### src/rtl/bpfa_pkg.sv
// Package for the bitmap page frame allocator.
// Shared op, status and unit mode codes plus the byte unit control/result types.
// No dependencies.
package bpfa_pkg;

  // request ops
  localparam logic [1:0] OP_FREE  = 2'd0;
  localparam logic [1:0] OP_LOCK  = 2'd1;
  localparam logic [1:0] OP_QUERY = 2'd2;
  localparam logic [1:0] OP_ALLOC = 2'd3;

  // result status
  localparam logic [1:0] ST_DONE  = 2'd0;
  localparam logic [1:0] ST_NOMEM = 2'd1;
  localparam logic [1:0] ST_RANGE = 2'd2;

  // byte unit modes
  localparam logic [1:0] MODE_RANGE = 2'd0;  // set or clear a masked span
  localparam logic [1:0] MODE_FIND  = 2'd1;  // extend a run of free frames
  localparam logic [1:0] MODE_FREE  = 2'd2;  // first free frame

  localparam logic [7:0]  BYTE_ONES = 8'hff;
  localparam logic [7:0]  BYTE_LSB  = 8'b00000001;
  localparam logic [16:0] COUNT_MAX = 17'h1ffff;

  typedef struct packed {
    logic [1:0] mode;
    logic       set_val;
    logic       first;     // row holds the span start
    logic       last;      // row holds the span end
    logic [2:0] lo_bit;
    logic [2:0] last_bit;
  } unit_ctl_t;

  typedef struct packed {
    logic [7:0] wr_data;
    logic [3:0] nchg;
    logic       hit;
    logic [2:0] pos;
  } unit_res_t;

endpackage

### src/rtl/bpfa_byte_unit.sv
// Shared byte unit: works on one 8-frame map row per use.
// Range set/clear with change count, free-run search step, first-free search.
// Depends on bpfa_pkg.
module bpfa_byte_unit import bpfa_pkg::*; #(
  parameter int CNT_W = 9
) (
  input  unit_ctl_t        ctl,
  input  logic [7:0]       data,
  input  logic [CNT_W-1:0] run_in,
  input  logic [CNT_W-1:0] cnt,
  output unit_res_t        res,
  output logic [CNT_W-1:0] run_out
);

  logic [7:0]       lo_mask;
  logic [7:0]       hi_mask;
  logic [7:0]       act;
  logic [7:0]       wr;
  logic [7:0]       chg;
  logic [3:0]       nchg;
  logic [CNT_W-1:0] run;
  logic             find_hit;
  logic [2:0]       find_pos;
  logic             free_hit;
  logic [2:0]       free_pos;

  always_comb begin
    lo_mask = ctl.first ? (BYTE_ONES << ctl.lo_bit) : BYTE_ONES;
    hi_mask = ctl.last ? (BYTE_ONES >> (3'd7 - ctl.last_bit)) : BYTE_ONES;
    act     = lo_mask & hi_mask;
    wr      = ctl.set_val ? (data | act) : (data & ~act);
    chg     = wr ^ data;
    nchg    = '0;
    for (int k = 0; k < 8; k++) begin
      nchg = nchg + {3'b000, chg[k]};
    end

    // run grows on free frames, restarts on used ones, stops at the target
    run      = run_in;
    find_hit = 1'b0;
    find_pos = '0;
    for (int k = 0; k < 8; k++) begin
      if (act[k] && !find_hit) begin
        if (data[k]) begin
          run = '0;
        end else begin
          run = run + 1'b1;
          if (run == cnt) begin
            find_hit = 1'b1;
            find_pos = 3'(k);
          end
        end
      end
    end

    free_hit = 1'b0;
    free_pos = '0;
    for (int k = 0; k < 8; k++) begin
      if (act[k] && !data[k] && !free_hit) begin
        free_hit = 1'b1;
        free_pos = 3'(k);
      end
    end
  end

  always_comb begin
    res.wr_data = wr;
    res.nchg    = nchg;
    run_out     = run;
    case (ctl.mode)
      MODE_FIND: begin
        res.hit = find_hit;
        res.pos = find_pos;
      end
      MODE_FREE: begin
        res.hit = free_hit;
        res.pos = free_pos;
      end
      default: begin
        res.hit = 1'b0;
        res.pos = '0;
      end
    endcase
  end

endmodule

### config.mk
export PLATFORM = sky130hd
export DESIGN_NAME = bpfa_byte_unit
export DESIGN_NICKNAME = d
export VERILOG_FILES = /design/src/rtl/bpfa_pkg.sv /design/src/rtl/bpfa_byte_unit.sv
export SDC_FILE = /design/constraint.sdc
export NUM_CORES = 1
export LEC_CHECK = 0
export BUFFER_PORTS_ARGS = -buffer_cell sky130_fd_sc_hd__buf_2
export CORE_ASPECT_RATIO = 0.75
export CORE_UTILIZATION = 64
export DETAILED_ROUTE_END_ITERATION = 10
export PLACE_DENSITY = 0.85
export SETUP_SLACK_MARGIN = 0.05
export SLEW_MARGIN = 20
export SYNTH_ARGS = -nofsm -noshare
export SYNTH_HDL_FRONTEND = slang
export SYNTH_SLANG_ARGS = --single-unit
### constraint.sdc
create_clock -name vclk -period 17.25
set_input_delay 1.725 -clock vclk [all_inputs]
set_output_delay 1.725 -clock vclk [all_outputs]
set_load 0.02 [all_outputs]
==> flow_summary.yaml <==
status:
  status: "finished clean"
logic_synthesis:
  synthMuxAreaShare: 0.0507
  syn_avg_cell_area_um2: 6.91
  yosysTopAreaCellShare: 0.0955
  synth_fp_nets: 996
  synth_adder_area_share: 0.0388
  netlist.top_cell.by_area: "xnor2_1"
  netlist_top_cells_count: "nor2_1 (90), xnor2_1 (71), nand2_1 (63), a21oi_1 (49), nand3_1 (48)"
  yosys.area_share.simple: 0.324
  synthXorXnorAreaFrac: 0.162
  ys_types: 102
  syn_inst: 942
  syn_area_um2: 6510
  netlist_top_cells_area: "xnor2_1 (9.6%), nor2_1 (5.2%), a21oi_1 (3.8%), nand3_1 (3.7%), nand2_1 (3.6%)"
  yosysSeqAreaShare: 0
  yosysMostFrequentCell: "nor2_1"
  synth_warnings: 0
  synth_top_family_by_area: "compound AO/OA/AOI/OAI gates"
  synth_compound_gate_area_share: 0.371
clocking:
  cts_setup_buffers: 0
  cts-hold-fix-buffers: 0
  cts_resized: 0
final_layout:
  fin_cells: 1087
  area_growth_pct: 4.23
  fin_nets: 1011
  layout-drive-gt1-share: 0.133
  clock_buffers: 0
  stdcell_area_um2: 6790
  antennaDiodeCount: 0
  seq_area_um2: 0
  seq_cell_count: 0
worst_setup_path:
  crit_start: "ctl[7]"
  crit_slowest_cell: "or4_1"
  slowest_delay_ns: 0.62
  critPathRequiredTime_ns: 15.52
  cpMostUsedCell: "ha_1"
  crit_path_start_kind: "input pin"
  worstPathMaxFanout: 18
  worstSetupEndpoint: "res[0]"
  path_class: "input pin to primary output"
  critPathArrivalTime_ns: 13.40
  crit_path_end_kind: "primary output"
placement:
  pre_cts_slack_ns: 2.49
  placed_cells: 1087
  place_hpwl_mm: 18.2
  io_buffers: 62
  gp_congestion: 1.05
  place_area_um2: 6790
power:
  peakVddDrop_mv: 0.0514
  leakage_uw: 0.00242
  power.density_nw_per_um2: 43.0
floorplan:
  start_util: 0.666
  die_h_um: 89.4
  io_pins: 62
  die-area_um2: 10600
  die_width_um: 118
  fp-row-count: 31
  core_um2: 9770
timing:
  setup_viol: 0
  hold_viol: 0
  hold_slack_ns: 3.87
  final.min_clock_period_ns: 15.12
  setup_slack_ns: 2.13
  slew_violations: 0
  fin_crit_sh: 0.877
  worst_pin_slew_ns: 1.02
  fmaxAchievable_mhz: 66.1
  rsz0062_at_grt: "false"
  slew_headroom: 0.305
  final.setup.tns_ns: 0
global_routing:
  grt_max_degree: 21
  grt_pass1_wl_mm: 36.1
  overflow: 0
  antenna_found_initial: 0
  grt_pass1_vias: 6693
  grt_usage: 0.424
drt:
  firstDrtPassIters: 8
  ant_nets: 0
  drt-total-wl_mm: 23.2
  remaining_drc_errors: 0
  vias: 8173
  drt_iter0_markers: 1282
  routed_via_density: 7.52
  wl_per_cell_um: 21.3
hold_path:
  min-delay-start: "data[7]"
  min_path_type: "input pin to primary output"
job:
  max_cap_viol_count: 0
[critical path: cells and delay by family]
family,cells,cell delay (ns)
AOI/OAI and AO/OA,17,4.93
and+or+nand+nor,14,3.93
xor gates and xnor gates,3,1.02
buffers and inverters,3,0.54
adders and majority gates,4,1.22
[how the worst min path moves through the flow]
| stage | endpoint | cells past startpoint |
|---|---|---|
| 4_1_cts | res[15] | 3 |
| 5_1_grt | res[15] | 3 |
| 6_report | res[15] | 3 |
| 2_1_floorplan | res[15] | 1 |
| 3_5_place_dp | res[15] | 3 |
| 3_3_place_gp | res[15] | 3 |
[per-stage QoR]
step	total power, uW	util
after global placement	278	0.694
after detailed placement	279	0.694
after global routing	313	0.694
final	292	0.694
after CTS	281	0.694
after floorplan	217	-
[metal layers]
metal	GRT usage	share of wire	up-vias
met3	0.0938	0.16	67
met4	0.100	0.028	0
met2	0.618	0.38	649
li1	-	-	3722
met5	0	0	-
met1	0.626	0.43	3735
[where the power goes]
part / internal (uW) / total [uW] / switching, uW
Sequential: 0 / 0 / 0
Combinational: 107 / 292 / 185
Clock: 0 / 0 / 0
Total: 107 / 292 / 185
[cell usage in the layout, fill, tap and decap left out, drive strengths merged, types with 10 or more instances in the layout]
cell type	count
a211oi	19
a21oi	51
a22oi	10
a31oi	17
and2	15
and3	14
buf	67
ha	13
inv	29
mux2	16
mux2i	15
nand2	64
nand2b	10
nand3	48
nand4	18
nor2	92
nor2b	11
nor3	31
nor4	14
o211ai	18
o21ai	50
o22ai	15
or3	20
or4	12
xnor2	71
xnor3	10
xor2	21
[cell type report]
cell class	count	area, um2
Timing Repair Buffer	67	348
Fill cell	876	2990
Multi-Input combinational cell	858	6160
Inverter	30	113
Tap cell	132	165
[cells by family (layout without fill, tap and decap cells)]
kind of cell    Yosys count  in the layout
compound gates          320            320
xor+xnor                103            103
fa+ha+maj                18             18
buf+inv                  84             97
mux                      31             31
simple gates            386            386
Note: power is estimated with default switching activity, not from simulation.
